**config.mk**
```make
export PLATFORM = sky130hd
export DESIGN_NAME = tbb_out
export DESIGN_NICKNAME = d
export VERILOG_FILES = /design/src/rtl/core/tbb_pkg.sv /design/src/rtl/core/tbb_out.sv
export SDC_FILE = /design/constraint.sdc
export NUM_CORES = 1
export LEC_CHECK = 0
export ABC_AREA = 1
export BUFFER_PORTS_ARGS = -buffer_cell sky130_fd_sc_hd__buf_2
export CAP_MARGIN = 10
export CORE_ASPECT_RATIO = 0.7
export CORE_MARGIN = 2
export CORE_UTILIZATION = 42
export DETAILED_ROUTE_END_ITERATION = 6
export PLACE_DENSITY_LB_ADDON = 0.15
export SYNTH_ARGS = -nofsm -noshare
export SYNTH_HDL_FRONTEND = slang
export SYNTH_SLANG_ARGS = --single-unit
```
**constraint.sdc**
```tcl
create_clock -name clk -period 1 [get_ports clk]
set_input_delay 0.15 -clock clk [delete_from_list [all_inputs] [get_ports clk]]
set_output_delay 0.15 -clock clk [all_outputs]
set_load 0.01 [all_outputs]
```
**src/rtl/core/tbb_pkg.sv**
```systemverilog
`timescale 1ns / 1ps
`default_nettype none

package tbb_pkg;

  localparam int ACCEL_W = 20;
  localparam int CORR_W  = ACCEL_W + 1;   // reading minus offset
  localparam int DT_W    = 8;
  localparam int MAXS_W  = 20;
  localparam int SPEED_W = MAXS_W + 1;    // speed stays within +-max_speed
  localparam int LIM_W   = 11;
  localparam int BALL_W  = 19;

  // Configuration register indexes
  typedef enum logic [2:0] {
    CFG_MAX_SPEED,
    CFG_ORIENTATION,
    CFG_OFFSET_X,
    CFG_OFFSET_Y,
    CFG_LEFT_LIMIT,
    CFG_RIGHT_LIMIT,
    CFG_TOP_LIMIT,
    CFG_BOTTOM_LIMIT
  } tbb_cfg_idx_t;

  typedef enum logic [3:0] {
    ST_IDLE,
    ST_MUL_A,
    ST_ADD,
    ST_CLAMP,
    ST_MUL_V,
    ST_MUL_R,
    ST_MOVE,
    ST_BOUNCE,
    ST_DONE
  } tbb_state_t;

  // One strobe per lane step, driven by the sequencer
  typedef struct packed {
    logic mul_a;
    logic add;
    logic clamp;
    logic mul_v;
    logic mul_r;
    logic move;
    logic bounce;
  } tbb_step_t;

endpackage

`default_nettype wire

```
**src/rtl/core/tbb_out.sv**
```systemverilog
`timescale 1ns / 1ps
`default_nettype none

module tbb_out import tbb_pkg::*; #(
  parameter int POS_W = 19
) (
  input  wire logic              clk,
  input  wire logic              rst,
  input  wire logic              load,
  input  wire logic              motion,
  input  wire logic [POS_W-1:0]  pos_x,
  input  wire logic [POS_W-1:0]  pos_y,
  input  wire logic              chg_x,
  input  wire logic              chg_y,
  input  wire logic              rotate,
  input  wire logic              result_stall,
  output logic                   result_valid,
  output logic                   free,
  output logic [BALL_W-1:0]      ball_x,
  output logic [BALL_W-1:0]      ball_y,
  output logic                   moved,
  output logic                   rotate_request
);

  assign free = !result_valid || !result_stall;

  always_ff @(posedge clk) begin
    if (rst) begin
      result_valid <= 1'b0;
    end else if (load) begin
      result_valid <= 1'b1;
    end else if (!result_stall) begin
      result_valid <= 1'b0;
    end
  end

  // merge the lanes: moved only on a valid reading
  always_ff @(posedge clk) begin
    if (load) begin
      ball_x         <= BALL_W'(pos_x);
      ball_y         <= BALL_W'(pos_y);
      moved          <= motion && (chg_x || chg_y);
      rotate_request <= rotate;
    end
  end

endmodule

`default_nettype wire

```
---- Word-level counts from Yosys, hierarchy flattened ----
Cells that the tools add are included.
storage, ports and cells
  input port bits ......................... 46
  memories kept ........................... 0
  memory bits (writable) .................. 0
  latch bits .............................. 0
  memory bits (read-only) ................. 0
  flip-flop bits (word level) ............. 41
operators by class
  eq/ne operators ......................... 1
  multiply operators ...................... 0
  bitwise logic cells ..................... 0
  muxes and demuxes ....................... 2
  reduce and logical (&&, ||, !) cells .... 5
  order comparisons ....................... 0
  shift operators ......................... 0
  add/sub/neg operators ................... 0
  divide/modulo/power cells ............... 0
operator list
  kind                                   number
  logical NOT 1 bit                      2
  logical OR 1 bit                       2
  two-way mux 1 bit                      2
  != test 2 bit (second input constant)  1
  logical AND 1 bit                      1

---- Logic depth before layout (Yosys ltp) ----
  word-level depth ........................ 2
  gate-level depth with buffers ........... 2

---- Worst setup path before layout ----
OpenSTA, ideal clock, no wires.
  path type ............................... register to register
  start point ............................. reg result_valid (netlist name)
  end point ............................... reg result_valid
  setup slack ............................. 0.364 ns
  data arrival time ....................... 0.570 ns
  stages on the path, launching flop included .. 3
  data required time ...................... 0.934 ns
  clock period less this slack ............ 0.636 ns
  setup time .............................. 0.066 ns
  cells stage by stage .................... dfxtp_1 > nand2_2 > a21oi_2
RTL lines
  item                  line           text
  end signal, assigned  tbb_out.sv:29  result_valid <= 1'b0;
  end signal, assigned  tbb_out.sv:31  result_valid <= 1'b1;
  end signal, assigned  tbb_out.sv:33  result_valid <= 1'b0;
  end, declared         tbb_out.sv:17  output logic result_valid,

---- Worst setup path in the final report ----
  start point ............................. reg ball_x[16]
  end point ............................... out ball_x[16]
RTL lines
  item                    line           text
  start, declared         tbb_out.sv:19  output logic [BALL_W-1:0] ball_x,
  start signal, assigned  tbb_out.sv:40  ball_x <= BALL_W'(pos_x);
No word-level cell between the ends.

==> impl_metrics.csv <==
group,metric,value,unit
critical_path,start_kind,"flip-flop",
placement,portBuffers,87,
drt,remaining_drc_errors,0,
yosys,yosysUniqueCellTypes,6,
critical_path,crit_family,"flip-flops",
layout,drive_gt1_share,68.79,%
clock_network,post_cts_resized,0,
sta,maxSlewHeadroom,85.99,%
power,powerDensity,1958,nW/um^2
clock_network,root_buffer,"clkbuf_8",
sta,fmax,1.043,GHz
drt,wl,2357,um
clock_network,h-tree-depth,2,
yosys,syn-num-nets,91,
sta,period_share,95.90,%
placement,dp_cells,169,
yosys,synth_ff_type,"edfxtp_1",
floorplan,start_util,44.51,%
floorplan,die_w,69.14,um
placement,place_congestion,0.7207,
critical_path,critPathBufInv,1,
critical_path,cp_max_fo,1,
grt,gr-total-overflow,0,
layout,seq_area,1222,sq um
sta,setup_viol,0,
status,outcome,"finished, final reports clean",
drt,dr.first_iter.drc_count,79,
critical_path,cp.required,0.85,ns
clock_network,path_clk_slew,0.07,ns
yosys,synth_top_area_share,96.29,%
power,p_total,3.634,mW
clock_network,cts.path.max_buffers,2,
layout,syn2layout_area_growth,48.75,%
sta,skew,0,ns
floorplan,die_area,3429,sq um
clock_network,numCtsBuffers,5,
sta,tns,0,ns
critical_path,crit_path_top_delay_cell,"edfxtp_1",
clock_network,cts_tree,"done",
placement,postPlaceCellArea,1748,sq um
sta,min_period,0.9590,ns
grt,grt_pass1_vias,756,
yosys,synth-edff-count,40,
yosys,yosysMostFrequentCell,"edfxtp_1",
critical_path,slowest_delay,0.38,ns
sta,finalHoldViolCount,0,
min_path,hold_class,"input pin to flip-flop",
yosys,synth_top_area_cell,"edfxtp_1",
grt,grt_pass1_wl,3677,um
layout,postLayoutCellArea,1856,sq um
clock_network,cts_hold_buf,0,
clock_network,clock_sinks,41,
critical_path,criticalPathCategory,"flip-flop to output pin",
yosys,synth_cells,45,
drt,antenna_left,0,
grt,antenna_found_initial,0,
yosys,netlist_area,1247,sq um
layout,diodes,0,
yosys,yosys_warnings,0,
critical_path,critPathCaptureType,"output pin",
floorplan,io_pins,88,
drt,routed-via-count,762,
grt,grt_max_degree,42,
clock_network,post-cts-setup-buffers,0,
yosys,ys_seq_elements,41,
yosys,netlist_top_cells_area,"edfxtp_1 (96%), dfxtp_1 (1.6%), a21oi_2 (0.70%), o21a_1 (0.60%), nand2_2 (0.50%)",
sta,rsz0062_at_grt,"yes",
grt,track_usage,14.92,%
layout,fillers,220,
flow_run,drv_cap,0,
drt,viasPerCell,4.305,
yosys,avgSynthCellArea,27.72,sq um
layout,final_cells,177,
floorplan,rows,16,
sta,final_max_slew_viol_count,0,
power,p_leak,0.8151,nW
floorplan,coreArea,2803,sq um
sta,worst_pin_slew,0.2102,ns
yosys,async_reset_ff_share,0,%
critical_path,crit_chain,"buf_2",
layout,nets,186,
drt,detail_route.wl_per_cell,13.32,um
critical_path,arrival,0.81,ns
clock_network,clk_latency,0.28,ns
sta,hold_slack,0.02300,ns
floorplan,die_h,49.60,um
layout,multi_input_area,22.52,sq um
drt,dr.pass1.iters,3,
power,peakVddDrop,0.0009862,V
yosys,ys_seq_area_share,97.89,%
-- kinds of logic (layout without fill, tap and decap cells) --
| logic type | count (synthesis) | after routing | share of synthesized area, % |
|---|---|---|---|
| and+or+nand+nor | 1 | 1 | 0.5018 |
| buffers and inverters | 1 | 97 | 0.3006 |
| DFF | 41 | 41 | 97.89 |
| AOI/OAI and AO/OA | 2 | 2 | 1.304 |
-- where the power goes --
part	internal, mW	total [mW]	switching [mW]
Sequential	2.03	2.07	0.0323
Combinational	0.158	0.331	0.173
Clock	0.736	1.24	0.501
Total	2.93	3.63	0.706
-- cells in the final DEF (no fill, tap or decap) --
master | netlist | routed
edfxtp_1 | 40 | 40
buf_2 | 0 | 87
buf_12 | 0 | 1
dfxtp_2 | 0 | 1
clkinv_1 | 0 | 1
nand2_2 | 1 | 1
o21a_1 | 1 | 1
a21oi_2 | 1 | 1
clkbuf_1 | 0 | 1
inv_1 | 1 | 1
bufinv_16 | 0 | 1
clkbuf_8 | 0 | 5
-- registers in the layout (all words and copies together) (netlist names) --
signal,count
moved,1
ball_x,19
ball_y,19
result_valid,1
rotate_request,1
-- area by class of cell --
cell class	instances	area share (%)
repair buffers	88	24.54
inverters	1	0.2023
clock buffers	6	3.911
clock inverters	2	1.821
well taps	36	2.428
multi-input cells	3	1.214
flip-flops and latches	41	65.88
-- layer usage --
metal | wire length, um | global-route usage (%) | vias to the layer above | share of wire, %
li1 | - | - | 367 | -
met1 | 939 | 17.15 | 344 | 40
met2 | 1169 | 23.88 | 47 | 50
met3 | 206 | 6.544 | 4 | 8.7
met4 | 40 | 7.843 | 0 | 1.7
met5 | 0 | 0 | - | 0
-- through the flow --
stage	worst slack, ns	util (%)
6_report	0.04103	66.21
5_1_grt	-0.01079	66.21
4_1_cts	0.01229	66.16
3_5_place_dp	0.1921	62.37
3_3_place_gp	0.2023	62.37
2_1_floorplan	0.3645	-
-- final timing paths --
check                                            endpoint                       from  cells past startpoint  slack (ns)
worst min register to register  result_valid$_SDFFE_PP0P_  result_valid$_SDFFE_PP0P_                      2        0.46
worst min-delay path            result_valid$_SDFFE_PP0P_                        rst                      2        0.02
worst max-delay path                           ball_x[16]       ball_x[16]$_DFFE_PP_                      1        0.04
worst max register to register  result_valid$_SDFFE_PP0P_  result_valid$_SDFFE_PP0P_                      2        0.45
Note: power is estimated with default switching activity, not from simulation.
