[src/rtl/core/tbb_pkg.sv]
`timescale 1ns / 1ps
`default_nettype none

package tbb_pkg;

  localparam int ACCEL_W = 20;
  localparam int CORR_W  = ACCEL_W + 1;   // reading minus offset
  localparam int DT_W    = 8;
  localparam int MAXS_W  = 20;
  localparam int SPEED_W = MAXS_W + 1;    // speed stays within +-max_speed
  localparam int LIM_W   = 11;
  localparam int BALL_W  = 19;

  // Configuration register indexes
  typedef enum logic [2:0] {
    CFG_MAX_SPEED,
    CFG_ORIENTATION,
    CFG_OFFSET_X,
    CFG_OFFSET_Y,
    CFG_LEFT_LIMIT,
    CFG_RIGHT_LIMIT,
    CFG_TOP_LIMIT,
    CFG_BOTTOM_LIMIT
  } tbb_cfg_idx_t;

  typedef enum logic [3:0] {
    ST_IDLE,
    ST_MUL_A,
    ST_ADD,
    ST_CLAMP,
    ST_MUL_V,
    ST_MUL_R,
    ST_MOVE,
    ST_BOUNCE,
    ST_DONE
  } tbb_state_t;

  // One strobe per lane step, driven by the sequencer
  typedef struct packed {
    logic mul_a;
    logic add;
    logic clamp;
    logic mul_v;
    logic mul_r;
    logic move;
    logic bounce;
  } tbb_step_t;

endpackage

`default_nettype wire

[src/rtl/core/tbb_axis.sv]
`timescale 1ns / 1ps
`default_nettype none

module tbb_axis import tbb_pkg::*; #(
  parameter int POS_FRAC_BITS = 8
) (
  input  wire logic                                clk,
  input  wire logic                                rst,
  input  wire tbb_step_t                           step,
  input  wire logic signed [CORR_W-1:0]            accel,
  input  wire logic        [DT_W-1:0]              elapsed,
  input  wire logic                                flip,
  input  wire logic        [MAXS_W-1:0]            max_speed,
  input  wire logic        [LIM_W-1:0]             lo_limit,
  input  wire logic        [LIM_W-1:0]             hi_limit,
  output logic             [LIM_W+POS_FRAC_BITS-1:0] pos,
  output logic                                     changed
);

  localparam int PW     = LIM_W + POS_FRAC_BITS;
  localparam int PROD_W = CORR_W + DT_W + 1;
  localparam int SUM_W  = SPEED_W + 2;
  localparam int VMAG_W = MAXS_W + DT_W;
  localparam int Q_W    = 19;                      // speed*dt/1000 < 2^19
  localparam int NW     = ((PW > Q_W) ? PW : Q_W) + 2;
  localparam int RSH    = 38;                      // 2^38/1000 reciprocal
  localparam int RM_W   = 29;
  localparam logic [RM_W-1:0] DIV1000_MUL = 29'd274877907;
  localparam int RP_W   = VMAG_W + RM_W;

  function automatic logic signed [SPEED_W-1:0] halve_neg(
    input logic signed [SPEED_W-1:0] s
  );
    logic signed [SPEED_W-1:0] u;
    logic signed [SPEED_W-1:0] t;
    u = s + $signed({{(SPEED_W-1){1'b0}}, s[SPEED_W-1]});
    t = u >>> 1;
    return -t;
  endfunction

  logic signed [PROD_W-1:0]  prod_a;
  logic signed [SUM_W-1:0]   sum;
  logic signed [SPEED_W-1:0] speed;
  logic        [VMAG_W-1:0]  vmag;
  logic                      vneg;
  logic        [Q_W-1:0]     qmag;
  logic signed [NW-1:0]      nx;

  // accel * dt
  logic signed [PROD_W-1:0] acc_ext;
  logic signed [PROD_W-1:0] dt_ext;
  assign acc_ext = PROD_W'(accel);
  assign dt_ext  = $signed({{(PROD_W-DT_W){1'b0}}, elapsed});

  // trunc(prod/65536), negated on flip, * 512, then add to speed
  logic signed [PROD_W-1:0] prod_bias;
  logic signed [12:0]       dv_raw;
  logic signed [12:0]       dv;
  logic signed [21:0]       dv_step;
  assign prod_bias = prod_a + (prod_a[PROD_W-1] ? 30'sd65535 : 30'sd0);
  assign dv_raw    = $signed(prod_bias[28:16]);
  assign dv        = flip ? -dv_raw : dv_raw;
  assign dv_step   = $signed({dv, 9'b0});

  // clamp to +-max_speed
  logic signed [SUM_W-1:0] m_pos;
  logic signed [SUM_W-1:0] m_neg;
  logic signed [SUM_W-1:0] clamp_hi;
  logic signed [SUM_W-1:0] clamp_lo;
  assign m_pos    = $signed({{(SUM_W-MAXS_W){1'b0}}, max_speed});
  assign m_neg    = -m_pos;
  assign clamp_hi = (sum >= m_pos) ? m_pos : sum;
  assign clamp_lo = (clamp_hi <= m_neg) ? m_neg : clamp_hi;

  // |speed| * dt and its reciprocal product
  logic signed [SPEED_W-1:0] speed_abs;
  logic        [RP_W-1:0]    rprod;
  assign speed_abs = speed[SPEED_W-1] ? -speed : speed;
  assign rprod     = RP_W'(vmag) * RP_W'(DIV1000_MUL);

  // new position and box edges
  logic signed [NW-1:0] pos_ext;
  logic signed [NW-1:0] q_ext;
  logic signed [NW-1:0] hip;
  logic signed [NW-1:0] lop;
  logic signed [NW-1:0] p1;
  logic signed [NW-1:0] p2;
  logic signed [SPEED_W-1:0] s1;
  logic signed [SPEED_W-1:0] s2;
  logic hit_hi;
  logic hit_lo;

  assign pos_ext = $signed({{(NW-PW){1'b0}}, pos});
  assign q_ext   = $signed({{(NW-Q_W){1'b0}}, qmag});
  assign hip     = $signed({{(NW-LIM_W){1'b0}}, hi_limit} << POS_FRAC_BITS);
  assign lop     = $signed({{(NW-LIM_W){1'b0}}, lo_limit} << POS_FRAC_BITS);

  // right/bottom before left/top
  always_comb begin
    hit_hi = nx > hip;
    p1     = hit_hi ? hip : nx;
    s1     = hit_hi ? halve_neg(speed) : speed;
    hit_lo = p1 < lop;
    p2     = hit_lo ? lop : p1;
    s2     = hit_lo ? halve_neg(s1) : s1;
  end

  always_ff @(posedge clk) begin
    if (step.mul_a) begin
      prod_a <= acc_ext * dt_ext;
    end
    if (step.add) begin
      sum <= SUM_W'(speed) + SUM_W'(dv_step);
    end
    if (step.mul_v) begin
      vneg <= speed[SPEED_W-1];
      vmag <= VMAG_W'(speed_abs[MAXS_W-1:0]) * VMAG_W'(elapsed);
    end
    if (step.mul_r) begin
      qmag <= rprod[RP_W-1:RSH];
    end
    if (step.move) begin
      nx <= vneg ? (pos_ext - q_ext) : (pos_ext + q_ext);
    end
  end

  always_ff @(posedge clk) begin
    if (rst) begin
      speed   <= '0;
      pos     <= '0;
      changed <= 1'b0;
    end else begin
      if (step.clamp) begin
        speed <= clamp_lo[SPEED_W-1:0];
      end
      if (step.bounce) begin
        speed   <= s2;
        pos     <= p2[PW-1:0];
        changed <= (p2 != pos_ext);
      end
    end
  end

endmodule

`default_nettype wire

[config.mk]
export PLATFORM = sky130hd
export DESIGN_NAME = tbb_axis
export DESIGN_NICKNAME = d
export VERILOG_FILES = /design/src/rtl/core/tbb_pkg.sv /design/src/rtl/core/tbb_axis.sv
export SDC_FILE = /design/constraint.sdc
export NUM_CORES = 2
export LEC_CHECK = 0
export BUFFER_PORTS_ARGS = -buffer_cell sky130_fd_sc_hd__buf_2
export CAP_MARGIN = 20
export CORE_ASPECT_RATIO = 0.9
export CORE_UTILIZATION = 50
export CTS_CLUSTER_SIZE = 24
export DETAILED_ROUTE_END_ITERATION = 16
export GPL_TIMING_DRIVEN = 0
export PLACE_DENSITY = 0.64
export SETUP_SLACK_MARGIN = 0.3
export SLEW_MARGIN = 20
export SYNTH_ARGS = -nofsm -noshare
export SYNTH_HDL_FRONTEND = slang
export SYNTH_SLANG_ARGS = --single-unit
export TNS_END_PERCENT = 5
[constraint.sdc]
create_clock -name clk -period 15.2 [get_ports clk]
set_input_delay 0.76 -clock clk [delete_from_list [all_inputs] [get_ports clk]]
set_output_delay 0.76 -clock clk [all_outputs]
set_load 0.02 [all_outputs]
* After elaboration in Yosys (flattened, before gate mapping)
Index checks and enable logic that the tools add are counted.
Word-level totals: bits in registers 163, latch bits 0, RAM bits 0, memory bits (read-only) 0, input bits 81, output and inout bits 20, word-level logic and storage cells 41, memories 0
Operators by class: $add $sub $neg 11, $mul 3, divide/modulo/power cells 0, $lt $le $gt $ge 4, equal/unequal tests 1, shift operators 0, mux-type cells 12, bitwise gates (word level) 0, reductions and logical operators 1
Operators by type and width (number):
- 21-bit 2-to-1 mux | 8
- 28-bit by 29-bit multiplier with 57-bit output (second input constant) | 1
- 21-bit by 2-bit adder with 21-bit output | 2
- 20-bit negator with 21-bit output | 2
- 21-bit by 9-bit multiplier with 30-bit output | 1
- 29-bit by 17-bit adder with 29-bit output | 1
- 20-bit by 8-bit multiplier with 28-bit output | 1
- 21-bit by 22-bit adder with 23-bit output | 1
- 23-bit by 21-bit greater-or-equal comparator with 1-bit output | 1
- 23-bit less-or-equal comparator | 1
- 23-bit 2-to-1 mux | 1
- 20-bit negator with 23-bit output | 1
- 21-bit by 20-bit greater-than comparator with 1-bit output | 1
- 21-bit by 20-bit < comparator with 1-bit output | 1
- 21-bit by 20-bit inequality test with 1-bit output | 1
- 19-bit by 19-bit adder with 20-bit output | 1
- 20-bit 2-to-1 mux | 1
- 20-bit negator | 1
- 19-bit by 19-bit subtractor with 20-bit output | 1
- 16-bit 2-to-1 mux | 1
- 13-bit 2-to-1 mux | 1
- 13-bit negator | 1
- 2-bit nonzero test | 1

* Logic depth before layout (Yosys ltp)
word-level depth 7, mapped depth 32, depth with buffers taken out 28

* Worst setup path before layout
OpenSTA, ideal clock, no wires.
kind register to register, start point register speed[3], end point register vmag[27] (data pin), setup time 256 ps, arrival time 6580 ps, data required time 14944 ps, slack 8365 ps, stages on the path, launching flop included 24, path buffers 2, clock period less this slack 6835 ps, cells stage by stage dfxtp_1 -> buf_2 -> clkbuf_1 -> nor2_1 -> nand2_1 -> or3_1 -> or4_1 -> o21ai_0 -> xnor2_1 -> and2_1 -> fa_1 -> fa_1 -> fa_1 -> inv_1 -> fa_1 -> inv_1 -> ha_1 -> or4_1 -> or3_1 -> o211a_1 -> o22ai_1 -> o211ai_1 -> a2111o_1 -> o211a_1
Between the ends: word-level cells in the longest chain between the ends 3
Ends and longest elaborated chain:
- start: declaration | RTL line tbb_axis.sv:43 | logic signed [SPEED_W-1:0] speed;
- start signal: assignment | RTL line tbb_axis.sv:134 | speed <= clamp_lo[SPEED_W-1:0];
- 20-bit negator | RTL line tbb_axis.sv:78 | assign speed_abs = speed[SPEED_W-1] ? -speed : speed;
- 20-bit 2-to-1 mux * | RTL line tbb_axis.sv:78
- 20-bit by 8-bit multiplier with 28-bit output * | RTL line tbb_axis.sv:117 | vmag <= VMAG_W'(speed_abs[MAXS_W-1:0]) * VMAG_W'(elapsed);
- end signal: assignment | RTL line tbb_axis.sv:117
- end: declaration | RTL line tbb_axis.sv:44 | logic [VMAG_W-1:0] vmag;
Every way passes the cells marked *; elsewhere a longest branch is shown, timed or not. A chain may end at the register's enable or synchronous reset.

* Final worst setup path
start point register nx[12], end point register changed
Between the ends: word-level cells in the longest chain between the ends 5
Ends and longest elaborated chain:
- start: declaration | RTL line tbb_axis.sv:47 | logic signed [NW-1:0] nx;
- start signal: assignment | RTL line tbb_axis.sv:123 | nx <= vneg ? (pos_ext - q_ext) : (pos_ext + q_ext);
- 21-bit by 20-bit greater-than comparator with 1-bit output | RTL line tbb_axis.sv:100 | hit_hi = nx > hip;
- 21-bit 2-to-1 mux * | RTL line tbb_axis.sv:101 | p1 = hit_hi ? hip : nx;
- 21-bit by 20-bit < comparator with 1-bit output | RTL line tbb_axis.sv:103 | hit_lo = p1 < lop;
- 21-bit 2-to-1 mux * | RTL line tbb_axis.sv:104 | p2 = hit_lo ? lop : p1;
- 21-bit by 20-bit inequality test with 1-bit output * | RTL line tbb_axis.sv:139 | changed <= (p2 != pos_ext);
- end signal: assignment | RTL line tbb_axis.sv:139
- end: declaration | RTL line tbb_axis.sv:17 | output logic changed
Marks and branches as above.

==> summary.txt <==
Synth
  – FF+latch count, synth: 163
  – Synth warnings: 0
  – Most frequent cells after synthesis: 870 x inv_1, 553 x ha_1, 491 x fa_1, 247 x nand2_1, 167 x nor2_1
  – Async S/R FF share, synth: 0
  – Cell area after synthesis: 0.03656 mm^2
  – Yosys top cell by area: fa_1
  – Sequential share of the synthesized area: 0.1227
  – Avg Inst Size Synth: 9.045 um^2
  – Syn Nets: 5167
  – Post-synth EDFFs: 122
  – Largest cells by area after synthesis: fa_1 27%, ha_1 19%, edfxtp_1 10%
  – Most frequent cell after synthesis: inv_1
  – Cells after Synth: between 4000 and 5000
  – Top cell type's share of synthesized area: 0.2689
  – Ys flop type: edfxtp_1
  – Number of distinct library cells after synthesis: between 100 and 150

Critical path
  – Reg-to-reg critical path startpoint: nx[12]
  – Max FO, Critical Path: 10
  – Worst path bufs/invs: 7
  – Cell family with most CP delay: buffers and inverters
  – Most frequent CP cell: o21a_1
  – Kind of critical path: flop to flop
  – CP Capture Type: flop
  – Worst Setup SP: nx[12]
  – Crit-path slowest cell: clkbuf_1
  – CP startpoint kind: flop
  – Critical path arrival: 9.65 ns
  – Crit-path max cell delay: 0.77 ns
  – Worst EP required: about 16 ns

Floorplanning
  – Cell Rows: 93
  – Initial Util: 0.5084
  – Core area: 0.07191 mm^2
  – Die Area: 0.07421 mm^2
  – Top Ports: 101
  – Die height: 258.5 um
  – Die Wd: between 200 and 300 um

Drt
  – Routed wire length: 99320 um
  – 1st-pass router iterations: 6
  – 1st-iter DRT viols: 2158
  – DR DRC count: 0
  – Routed Antenna Nets: 0
  – Drt wl/cell: 19.41 um
  – Vias: 27951
  – Vias per Instance: 5.462

Timing
  – Final Hold Vio Count: 0
  – Slew headroom: 0.1621
  – Setup TNS: 0 ns
  – Max-slew violation count: 0
  – RSZ-0062 raised after global routing: no
  – Slew @ Worst Pin: 1.248 ns
  – # setup viols final: 0
  – Final Skew: about 0.021 ns
  – Tmin final: between 9 and 10 ns
  – Fmax: between 100 and 150 MHz
  – Final Cycle Share: 0.6131

Final layout
  – Nets: 5279
  – Register area: 0.004484 mm^2
  – Area of the multi-input gates: 0.02835 mm^2
  – FILL cells: 6727
  – Synthesis-to-layout area growth: 6.218%
  – Layout cells sized above 1: 0.05280
  – N_diodes: 0

GRT
  – Remaining global-route overflow: 0
  – GRT Total Usage: 0.2752
  – First-pass GRT wire length: approximately 160000 um
  – Vias in the first global route: 27646
  – Initial antenna violation count: 2
  – Largest net degree at the start of global routing: 31

CTS
  – CTS H-tree depth: 4
  – Clk buf depth: 2
  – TritonCTS clock tree: done
  – Hold Buf Count CTS: 0
  – Sink Count: around 160
  – TritonCTS Buffers: 17
  – Clk Latency, worst-skew pair: 0.49 ns
  – Clk slew on worst S/H paths: 0.08 ns
  – Post-CTS Setup Bufs: 0
  – Root Driver: clkbuf_16
  – Post-CTS resize count: 0

Run status
  – Status: finished clean

Hold path
  – Hold WC Path Type: flop to flop
  – Hold Path Origin: speed[5]

Placement
  – Dpl hpwl: 84930 um
  – Port Buffers: 93
  – Final GP Congestion: about 0.93

Run
  – Max-Cap Viols: 0
cell families after synthesis:
logic type | share of synthesized area
DFF | 0.1227
and+or+nand+nor | 0.1452
AOI/OAI and AO/OA | 0.1046
muxes | 0.01520
buffers and inverters | 0.1033
adders and majority gates | 0.4581
xor gates and xnor gates | 0.05092
cell usage in the layout (no fill, tap or decap), drive strengths merged, types with 30 or more instances in the layout:
| master | synthesis | layout |
|---|---|---|
| nand2 | 247 | 247 |
| clkbuf | 89 | 106 |
| a21oi | 159 | 159 |
| mux2i | 33 | 33 |
| nor2 | 167 | 167 |
| a211oi | 30 | 30 |
| nor2b | 83 | 83 |
| xor2 | 46 | 46 |
| and2 | 164 | 164 |
| ha | 553 | 553 |
| nor3 | 55 | 55 |
| a21o | 40 | 40 |
| nand2b | 79 | 79 |
| edfxtp | 122 | 122 |
| xnor2 | 161 | 161 |
| nand3 | 61 | 61 |
| o21a | 35 | 35 |
| buf | 31 | 124 |
| dfxtp | 41 | 41 |
| o21ai | 120 | 120 |
| fa | 491 | 491 |
| inv | 870 | 879 |
registers in the layout, indices dropped and copies added, names as in the netlist:
register / flops
pos: 19
qmag: 19
changed: 1
prod_a: 30
sum: 23
vmag: 28
nx: 21
speed: 21
vneg: 1
routing by layer:
layer	wire length, um	share of wire	vias up	track usage
li1	-	-	13348	-
met1	47200	0.48	13725	0.4056
met2	44260	0.45	800	0.4315
met3	6149	0.062	76	0.03556
met4	1700	0.017	2	0.05718
met5	13	0.00013	-	0
path summary, 6_finish.rpt:
kind | endpoint | slack [ns] | cells past startpoint
min reg2reg | sum[5] | 0.44 | 0
max | changed | 5.88 | 28
min | sum[5] | 0.44 | 0
max reg2reg | changed | 5.88 | 28
per-stage QoR:
| step | cells | cell area [um^2] | setup WS, ns | utilization | hold slack (ns) |
|---|---|---|---|---|---|
| 3_5_place_dp | 5085 | 38250 | 5.531 | 0.5319 | 0.4197 |
| 4_1_cts | 5117 | 38820 | 5.961 | 0.5398 | 0.4371 |
| 2_1_floorplan | 4042 | 36560 | 8.365 | - | 0.4029 |
| 3_3_place_gp | 5085 | 38210 | 5.312 | 0.5314 | 0.4170 |
| 5_1_grt | 5117 | 38830 | 5.539 | 0.5400 | 0.4591 |
| 6_report | 5117 | 38830 | 5.881 | 0.5400 | 0.4402 |
final cells by class:
type	count	area share
tap	950	0.03061
sequential	163	0.1155
multi-input combinational	2888	0.7301
timing repair buffer	93	0.01199
buffer	120	0.01308
clock inverter	15	0.003609
clock buffer	17	0.01095
inverter	871	0.08419
Power is not shown: default switching activity piles up to over one toggle a cycle in this logic, so the estimate is an artifact.
